**src/sv/sus_pkg.sv**
```systemverilog
// Shared types and constants for the sorted unique key set.
// Used by every module of the block; depends on nothing.
package sus_pkg;

  localparam int unsigned SUS_CAPACITY   = 32;
  localparam int unsigned SUS_KEY_W      = 32;
  localparam int unsigned SUS_OCC_W      = 6;
  localparam int unsigned SUS_FIFO_DEPTH = 2;

  localparam logic [1:0] FUNC_INSERT = 2'd0;
  localparam logic [1:0] FUNC_DELETE = 2'd1;

  typedef enum logic [1:0] {
    OP_INSERT,
    OP_DELETE,
    OP_CLEAR
  } sus_op_e;

  typedef struct packed {
    logic [1:0]                  func;
    logic signed [SUS_KEY_W-1:0] key_value;
  } sus_req_t;

  typedef struct packed {
    sus_op_e                     op;
    logic signed [SUS_KEY_W-1:0] key;
  } sus_cmd_t;

  typedef struct packed {
    logic [SUS_OCC_W-1:0]        occupancy;
    logic signed [SUS_KEY_W-1:0] element;
    logic                        element_valid;
    logic                        last;
    logic                        dropped_full;
  } sus_res_t;

endpackage

```
**src/sv/sus_fifo.sv**
```systemverilog
// Small register queue of any packed item type.
// Depends on sus_pkg for the default depth.
module sus_fifo import sus_pkg::*; #(
  parameter type         item_t = logic,
  parameter int unsigned DEPTH  = SUS_FIFO_DEPTH
) (
  input  logic  clk_i,
  input  logic  rst_ni,
  input  logic  push_i,
  input  item_t data_i,
  output logic  full_o,
  input  logic  pop_i,
  output item_t data_o,
  output logic  empty_o
);

  localparam int unsigned PtrW = (DEPTH > 1) ? $clog2(DEPTH) : 1;
  localparam int unsigned CntW = $clog2(DEPTH + 1);
  localparam logic [PtrW-1:0] LastPtr = PtrW'(DEPTH - 1);
  localparam logic [CntW-1:0] FullCnt = CntW'(DEPTH);

  item_t           mem_q [DEPTH];
  logic [PtrW-1:0] wr_ptr_q, rd_ptr_q;
  logic [CntW-1:0] cnt_q;
  logic            do_push, do_pop;

  assign full_o  = (cnt_q == FullCnt);
  assign empty_o = (cnt_q == '0);
  assign do_push = push_i && !full_o;
  assign do_pop  = pop_i && !empty_o;
  assign data_o  = mem_q[rd_ptr_q];

  always_ff @(posedge clk_i) begin
    if (do_push) begin
      mem_q[wr_ptr_q] <= data_i;
    end
  end

  always_ff @(posedge clk_i or negedge rst_ni) begin
    if (!rst_ni) begin
      wr_ptr_q <= '0;
      rd_ptr_q <= '0;
      cnt_q    <= '0;
    end else begin
      if (do_push) begin
        wr_ptr_q <= (wr_ptr_q == LastPtr) ? '0 : wr_ptr_q + PtrW'(1);
      end
      if (do_pop) begin
        rd_ptr_q <= (rd_ptr_q == LastPtr) ? '0 : rd_ptr_q + PtrW'(1);
      end
      if (do_push && !do_pop) begin
        cnt_q <= cnt_q + CntW'(1);
      end else if (do_pop && !do_push) begin
        cnt_q <= cnt_q - CntW'(1);
      end
    end
  end

endmodule

```
**src/sv/sus_front.sv**
```systemverilog
// Front end: accepts requests, decodes the request kind, queues commands.
// Depends on sus_pkg and sus_fifo.
module sus_front import sus_pkg::*; (
  input  logic     clk_i,
  input  logic     rst_ni,
  input  logic     push_i,
  input  sus_req_t req_i,
  output logic     full_o,
  output sus_cmd_t cmd_o,
  output logic     cmd_valid_o,
  input  logic     cmd_pop_i
);

  sus_cmd_t cmd_in;
  logic     cmd_empty;

  always_comb begin
    cmd_in.key = req_i.key_value;
    unique case (req_i.func)
      FUNC_INSERT: cmd_in.op = OP_INSERT;
      FUNC_DELETE: cmd_in.op = OP_DELETE;
      default:     cmd_in.op = OP_CLEAR;  // clear and unused kinds empty the set
    endcase
  end

  sus_fifo #(
    .item_t (sus_cmd_t),
    .DEPTH  (SUS_FIFO_DEPTH)
  ) u_cmd_fifo (
    .clk_i   (clk_i),
    .rst_ni  (rst_ni),
    .push_i  (push_i),
    .data_i  (cmd_in),
    .full_o  (full_o),
    .pop_i   (cmd_pop_i),
    .data_o  (cmd_o),
    .empty_o (cmd_empty)
  );

  assign cmd_valid_o = !cmd_empty;

endmodule

```
**src/sv/sus_back.sv**
```systemverilog
// Back end: sorted row of key cells updated in place, listing by rotation.
// Depends on sus_pkg and sus_fifo (result queue).
module sus_back import sus_pkg::*; #(
  parameter int unsigned CAPACITY = SUS_CAPACITY
) (
  input  logic     clk_i,
  input  logic     rst_ni,
  input  sus_cmd_t cmd_i,
  input  logic     cmd_valid_i,
  output logic     cmd_pop_o,
  output sus_res_t res_o,
  output logic     empty_o,
  input  logic     pop_i
);

  localparam int unsigned CntW = $clog2(CAPACITY + 1);
  localparam logic [CntW-1:0] One     = CntW'(1);
  localparam logic [CntW-1:0] FullCnt = CntW'(CAPACITY);

  typedef enum logic [1:0] {
    ST_IDLE = 2'b01,
    ST_EMIT = 2'b10
  } sus_state_e;

  sus_state_e state_q, state_d;

  logic signed [SUS_KEY_W-1:0] cell_q [CAPACITY];
  logic [CntW-1:0]             count_q, idx_q;
  logic                        drop_q;

  logic [CAPACITY-1:0] lt, eq;
  logic                found, is_full, cmd_take, do_ins, do_del, emit, do_rot, last;
  logic                out_full;
  sus_res_t            res_d;

  for (genvar i = 0; i < CAPACITY; i++) begin : g_cmp
    logic valid;
    assign valid = (CntW'(i) < count_q);
    assign lt[i] = valid && (cell_q[i] < cmd_i.key);
    assign eq[i] = valid && (cell_q[i] == cmd_i.key);
  end

  assign found    = |eq;
  assign is_full  = (count_q == FullCnt);
  assign cmd_take = (state_q == ST_IDLE) && cmd_valid_i;
  assign do_ins   = cmd_take && (cmd_i.op == OP_INSERT) && !found && !is_full;
  assign do_del   = cmd_take && (cmd_i.op == OP_DELETE) && found;
  assign emit     = (state_q == ST_EMIT) && !out_full;
  assign do_rot   = emit && (count_q != '0);
  assign last     = (count_q == '0) || (idx_q == count_q - One);
  assign cmd_pop_o = cmd_take;

  // Keys below the insert point hold; the rest shift up (insert) or down (delete).
  // Listing rotates the valid cells so the head cell carries the next key.
  for (genvar i = 0; i < CAPACITY; i++) begin : g_cell
    logic signed [SUS_KEY_W-1:0] ins_v, del_v, rot_v;

    if (i == 0) begin : g_ins_first
      assign ins_v = lt[0] ? cell_q[0] : cmd_i.key;
    end else begin : g_ins_rest
      assign ins_v = lt[i] ? cell_q[i] : (lt[i-1] ? cmd_i.key : cell_q[i-1]);
    end

    if (i == CAPACITY - 1) begin : g_top
      assign del_v = cell_q[i];
      assign rot_v = (CntW'(i + 1) == count_q) ? cell_q[0] : cell_q[i];
    end else begin : g_mid
      assign del_v = lt[i] ? cell_q[i] : cell_q[i+1];
      assign rot_v = (CntW'(i + 1) < count_q)  ? cell_q[i+1] :
                     (CntW'(i + 1) == count_q) ? cell_q[0] : cell_q[i];
    end

    always_ff @(posedge clk_i) begin
      if (do_ins) begin
        cell_q[i] <= ins_v;
      end else if (do_del) begin
        cell_q[i] <= del_v;
      end else if (do_rot) begin
        cell_q[i] <= rot_v;
      end
    end
  end

  always_comb begin
    state_d = state_q;
    unique case (state_q)
      ST_IDLE: if (cmd_take) state_d = ST_EMIT;
      ST_EMIT: if (emit && last) state_d = ST_IDLE;
      default: state_d = ST_IDLE;
    endcase
  end

  always_ff @(posedge clk_i or negedge rst_ni) begin
    if (!rst_ni) begin
      state_q <= ST_IDLE;
      count_q <= '0;
      idx_q   <= '0;
      drop_q  <= 1'b0;
    end else begin
      state_q <= state_d;
      if (cmd_take) begin
        idx_q  <= '0;
        drop_q <= (cmd_i.op == OP_INSERT) && !found && is_full;
        if (cmd_i.op == OP_CLEAR) begin
          count_q <= '0;
        end else if (do_ins) begin
          count_q <= count_q + One;
        end else if (do_del) begin
          count_q <= count_q - One;
        end
      end else if (emit) begin
        idx_q <= idx_q + One;
      end
    end
  end

  always_comb begin
    res_d.occupancy     = SUS_OCC_W'(count_q);
    res_d.element       = (count_q == '0) ? '0 : cell_q[0];
    res_d.element_valid = (count_q != '0);
    res_d.last          = last;
    res_d.dropped_full  = drop_q;
  end

  sus_fifo #(
    .item_t (sus_res_t),
    .DEPTH  (SUS_FIFO_DEPTH)
  ) u_res_fifo (
    .clk_i   (clk_i),
    .rst_ni  (rst_ni),
    .push_i  (emit),
    .data_i  (res_d),
    .full_o  (out_full),
    .pop_i   (pop_i),
    .data_o  (res_o),
    .empty_o (empty_o)
  );

endmodule

```
**src/sv/sorted_unique_set.sv**
```systemverilog
// Top level of the sorted unique key set.
// Depends on sus_pkg, sus_front and sus_back.
//
// Requests enter through a queue port: an item is taken when push is high
// and full is low. func 0 inserts key_value, 1 deletes it, any other code
// empties the set. Duplicate inserts and deletes of absent keys leave the
// set unchanged; an insert into a full set is refused and every result of
// that run carries dropped_full.
// After each request the whole set is listed on res_o, smallest key first,
// one item per key with last on the final one; an empty set gives one item
// with element_valid low. A result waits while empty is low and is taken
// when pop is high.
// Timing: the back end updates the cell row when it takes a request, then
// lists the items; a request holds the back end until its last item is
// queued. The row rotates one key to its head per cycle while the result
// queue has room. Results reach res_o through the result queue.
// Two-item request and result queues decouple the sides; while pop stays
// low the listing pauses and requests back up until full rises.
// Reset empties the set and both queues.
module sorted_unique_set import sus_pkg::*; #(
  parameter int unsigned CAPACITY = SUS_CAPACITY
) (
  input  logic     clk_i,
  input  logic     rst_ni,
  input  logic     push,
  input  sus_req_t req_i,
  output logic     full,
  output logic     empty,
  input  logic     pop,
  output sus_res_t res_o
);

  sus_cmd_t cmd;
  logic     cmd_valid, cmd_pop;

  sus_front u_front (
    .clk_i       (clk_i),
    .rst_ni      (rst_ni),
    .push_i      (push),
    .req_i       (req_i),
    .full_o      (full),
    .cmd_o       (cmd),
    .cmd_valid_o (cmd_valid),
    .cmd_pop_i   (cmd_pop)
  );

  sus_back #(
    .CAPACITY (CAPACITY)
  ) u_back (
    .clk_i       (clk_i),
    .rst_ni      (rst_ni),
    .cmd_i       (cmd),
    .cmd_valid_i (cmd_valid),
    .cmd_pop_o   (cmd_pop),
    .res_o       (res_o),
    .empty_o     (empty),
    .pop_i       (pop)
  );

endmodule

```
**config.mk**
```make
export PLATFORM = sky130hd
export DESIGN_NAME = sorted_unique_set
export DESIGN_NICKNAME = d
export VERILOG_FILES = /design/src/sv/sus_pkg.sv /design/src/sv/sus_fifo.sv /design/src/sv/sus_front.sv /design/src/sv/sus_back.sv /design/src/sv/sorted_unique_set.sv
export SDC_FILE = /design/constraint.sdc
export NUM_CORES = 2
export LEC_CHECK = 0
export ABC_CLOCK_PERIOD_IN_PS = 20800
export BUFFER_PORTS_ARGS = -buffer_cell sky130_fd_sc_hd__clkbuf_2
export CORE_MARGIN = 1
export CORE_UTILIZATION = 49
export CTS_CLUSTER_SIZE = 10
export DETAILED_ROUTE_END_ITERATION = 7
export HOLD_SLACK_MARGIN = 0.1
export PLACE_DENSITY_LB_ADDON = 0.2
export SYNTH_ARGS = -nofsm -noshare
export SYNTH_HDL_FRONTEND = slang
export SYNTH_SLANG_ARGS = --single-unit
```
**constraint.sdc**
```tcl
create_clock -name clk_i -period 20.8 [get_ports clk_i]
set_input_delay 4.16 -clock clk_i [delete_from_list [all_inputs] [get_ports clk_i]]
set_output_delay 4.16 -clock clk_i [all_outputs]
set_load 0.03 [all_outputs]
```
==> results.md <==
- Clock-pin slew was measured on the worst setup and hold paths at 60 ps.
- The wire length per cell is 35.12 um.
- The checks that failed: capacitance limit, slew limit.
- The sequential element share of the synthesized area is 0.4097.
- The TritonCTS clock tree is done.
- The ratio of routed vias to standard cells is 7.323.
- The number of ports placed on the die boundary is 81.
- In the routed design, unresolved DRC markers number 0.
- In the final layout, the share of cells above drive strength 1 is 0.09201.
- The first global-routing pass estimated 545,500 um of wire.
- On the worst path, the slowest cell contributes a delay of 1250 ps.
- The area share of the largest cell type after synthesis is 0.4031.
- The core region is 176,700 um2.
- Setup violations remaining at the end of the flow were counted as 0.
- By area the synthesized netlist is led by sky130_fd_sc_hd__edfxtp_1, sky130_fd_sc_hd__ha_1, sky130_fd_sc_hd__mux2i_1, sky130_fd_sc_hd__o21ai_0, sky130_fd_sc_hd__o221ai_1.
- Entering global routing, the biggest net connects 231 pins.
- The dominant cell type by area after synthesis is sky130_fd_sc_hd__edfxtp_1.
- In this run, synthesis inferred 1,174 flip-flops with an integrated enable.
- The H-tree depth reported by CTS is 4.
- The run finished, with violations left.
- The worst hold margin is just over 500 ps.
- The count of buffers added on input and output ports is 80.
- The clock passes through at most 3 buffers.
- Clock tree synthesis found a total of 1,197 sinks.
- For the worst setup path, the data required time is 21,370 ps.
- STA classifies the critical path endpoint as a flop.
- The final antenna-violating net count is 0.
- Counting the fill cells in the layout gives 15,350.
- The critical path runs through a total of 17 cells.
- The synthesized cell area is 87,450 um2.
- The total count of hold-check failures in the final report is 0.
- The die footprint is approximately 180,000 um2.
- The number of antenna violations at the first check in global routing is 11.
- The largest individual stage delay along the critical path comes from the cell sky130_fd_sc_hd__nor4_1.
- In this run the worst hold path is classified as flop to flop.
- The aggregate routed wire length is 382,200 um.
- The final-report max-slew violation count is 15.
- In the post-synthesis netlist, the cell with the most instances is sky130_fd_sc_hd__edfxtp_1.
- The detailed router placed 79,680 vias in this run.
- Of all nets on the critical path, the largest fanout is 213.
- The total iterations of the first detailed-routing run is 7.
- The number of clock buffers added by TritonCTS is roughly 150.
- The minimum period implied by the final worst setup slack is about 11,000 ps.
- The highest clock frequency the design can meet is 93.74 MHz.
- The final cycle utilization of the critical path is 0.5129.
- Among all flip-flop cells after synthesis, the most frequent one is sky130_fd_sc_hd__edfxtp_1.
- Setup slack on the worst reg-to-reg path comes out at 10,130 ps.
- The aggregate global-route resource usage is 0.4136.
- Traced cell by cell, the critical path runs through buf_4 > mux2_2 > inv_2 > buf_4 > ha_1 > nand4_1 > nor4_1 > nand4_1 > o2111ai_1 > nor4_1 > a211o_2 > nand2_4 > buf_12 > buf_12 > buf_4 > a211oi_1 > a221o_1.
- Along the worst hold path, the cell count comes to 1.
- Synthesis inferred 1,197 register bits.
- For this run, the number of Yosys warnings is 0.
- After global routing the overflow that remains totals 0.
- On the final layout, the worst clock skew is 46.95 ps.
- Counting every instance in the synthesized netlist gives just under 9,000.
- STA classifies the critical path startpoint as a flop.
- Relative to the synthesized area, the layout overhead comes to 9.098%.
- Adding up every negative setup slack in the final design gives 0 ps.
- The worst-case headroom to the max-slew limit is -0.05399.
- The via count of the first global-routing pass was roughly 76,000.
- In this run the core area contains 154 standard-cell rows.
- The kind of critical path is flop to flop.
- The tool flagged a number of max-cap violations equal to 5.
- The kind of cell with the highest combined delay on the critical path is buffers and inverters.
- At the end of routability-driven placement, the weighted congestion stood at 1.039.
- The count of hold-fix buffers inserted at cts is 0.
- The count of cell types in the netlist is between 80 and 90.
- The HPWL reported at the end of detailed placement is between 200,000 and 300,000 um.
- After clock tree synthesis, the setup repair step added 0 buffers.
- Among the stages of the critical path, the cell type that occurs most often is sky130_fd_sc_hd__buf_4.
- The quantity of gates resized following cts is 0.
- The initial utilization of the core area, before any placement, comes to 0.4949.
- The die is 424.5 um wide.
- The share of synthesized flip-flops with an asynchronous set or reset is 0.01921.
- Data arrives at the worst endpoint at 11,230 ps.
- In this run the mean area of a mapped cell was 10.10 um2.
- The commonest cells after synthesis are sky130_fd_sc_hd__edfxtp_1, sky130_fd_sc_hd__ha_1, sky130_fd_sc_hd__o21ai_0.
- The synthesized net count is roughly 10,000.
- For the worst-skew pair, the clock arrives at the later sink with an insertion delay of about 850 ps.
- Setup repair after global routing left no endpoint under its margin.
- The length in cells of the worst reg-to-reg path is 17.
- The transition time at the pin with the least slew margin is 1567 ps.
- Together, buffers and inverters on the worst path number 6.
- After the first detailed-routing iteration, the DRC count stood at 12,390.
- For this run, the post-layout net count is 9,506.
- The root buffer cell is sky130_fd_sc_hd__clkbuf_16.
- The height of the chip is 424.5 um.
## metrics by stage
step	cell area [um2]	cells	worst slack, ps	utilization
floorplan	87450	8655	12960	-
global placement	90940	10620	11040	0.5147
detailed placement	90940	10620	11000	0.5147
CTS	95360	10870	11000	0.5397
global route	95380	10870	10430	0.5398
finish	95410	10880	10130	0.5400
## cells by family after synthesis
| logic type | synth area share |
|---|---|
| simple gates | 0.09018 |
| flops | 0.4097 |
| compound gates | 0.2255 |
| mux | 0.07486 |
| xor+xnor | 0.002203 |
| fa+ha+maj | 0.1478 |
| buf+inv | 0.04972 |
## state kept, by name, summed over array words and instances, names as in the netlist
| register | cells |
|---|---|
| u_back.cell_q | 1024 |
| u_back.count_q | 6 |
| u_back.drop_q | 1 |
| u_back.idx_q | 6 |
| u_back.state_q | 2 |
| u_back.u_res_fifo.cnt_q | 2 |
| u_back.u_res_fifo.mem_q | 82 |
| u_back.u_res_fifo.rd_ptr_q | 1 |
| u_back.u_res_fifo.wr_ptr_q | 1 |
| u_front.u_cmd_fifo.cnt_q | 2 |
| u_front.u_cmd_fifo.mem_q | 68 |
| u_front.u_cmd_fifo.rd_ptr_q | 1 |
| u_front.u_cmd_fifo.wr_ptr_q | 1 |
## worst paths after layout
kind	startpoint	end
setup reg to reg	u_front.u_cmd_fifo.rd_ptr_q	u_back.cell_q[11][14]
min in group asynchronous	rst_ni	u_back.u_res_fifo.cnt_q[0]
max in group asynchronous	rst_ni	u_front.u_cmd_fifo.rd_ptr_q
hold / removal	u_front.u_cmd_fifo.cnt_q[1]	u_front.u_cmd_fifo.cnt_q[1]
hold reg to reg	u_front.u_cmd_fifo.cnt_q[1]	u_front.u_cmd_fifo.cnt_q[1]
setup / recovery	u_front.u_cmd_fifo.rd_ptr_q	u_back.cell_q[11][14]
## layout by cell type, fill, tap and decap left out, types with 15 or more instances in the layout
cell type                   instances
sky130_fd_sc_hd__nor2_1           397
sky130_fd_sc_hd__nor4_1            37
sky130_fd_sc_hd__o21ai_0          690
sky130_fd_sc_hd__nor3_1            32
sky130_fd_sc_hd__nand2_1          660
sky130_fd_sc_hd__clkinv_1          35
sky130_fd_sc_hd__dfrtp_1           17
sky130_fd_sc_hd__nand4_1          259
sky130_fd_sc_hd__inv_2             32
sky130_fd_sc_hd__a22oi_1          413
sky130_fd_sc_hd__ha_1            1032
sky130_fd_sc_hd__nor2b_1           59
sky130_fd_sc_hd__o22ai_1           36
sky130_fd_sc_hd__a31oi_1           48
sky130_fd_sc_hd__a21oi_1          553
sky130_fd_sc_hd__clkbuf_2          80
sky130_fd_sc_hd__clkbuf_1          37
sky130_fd_sc_hd__and4_1            15
sky130_fd_sc_hd__edfxtp_1        1174
sky130_fd_sc_hd__clkbuf_16        157
sky130_fd_sc_hd__or3_1             15
sky130_fd_sc_hd__o211ai_1         100
sky130_fd_sc_hd__mux2i_1          548
sky130_fd_sc_hd__mux2i_4           15
sky130_fd_sc_hd__a21o_1           241
sky130_fd_sc_hd__o21a_1            33
sky130_fd_sc_hd__nand2b_1          57
sky130_fd_sc_hd__a211oi_1         140
sky130_fd_sc_hd__nor2_4            23
sky130_fd_sc_hd__o221ai_1         358
sky130_fd_sc_hd__nand3_1           67
sky130_fd_sc_hd__o221a_2           32
sky130_fd_sc_hd__a2111oi_0         18
sky130_fd_sc_hd__a221o_1          104
sky130_fd_sc_hd__buf_4            222
sky130_fd_sc_hd__a211oi_4          15
sky130_fd_sc_hd__mux2_2            79
sky130_fd_sc_hd__inv_1            412
## area by class of cell
cell class	count	area, um2	area share
multi-input combinational	6333	48390	0.5072
sequential	1197	35840	0.3756
clock buffer	200	4150	0.04350
tap	2340	2928	0.03069
timing repair buffer	306	2135	0.02237
inverter	446	1675	0.01756
clock inverter	50	267.8	0.002806
antenna	9	22.52	0.0002361
## layer usage
| metal | GRT usage | up-vias | routed length (um) |
|---|---|---|---|
| li1 | - | 33320 | - |
| met1 | 0.5128 | 38550 | 138400 |
| met2 | 0.6085 | 6276 | 161800 |
| met3 | 0.1089 | 1534 | 45940 |
| met4 | 0.3297 | 4 | 36060 |
| met5 | 0 | - | 24 |
Power is left out: the tool's default activity adds up to more than one toggle a clock period on the data nets, which glitch-free logic cannot reach.
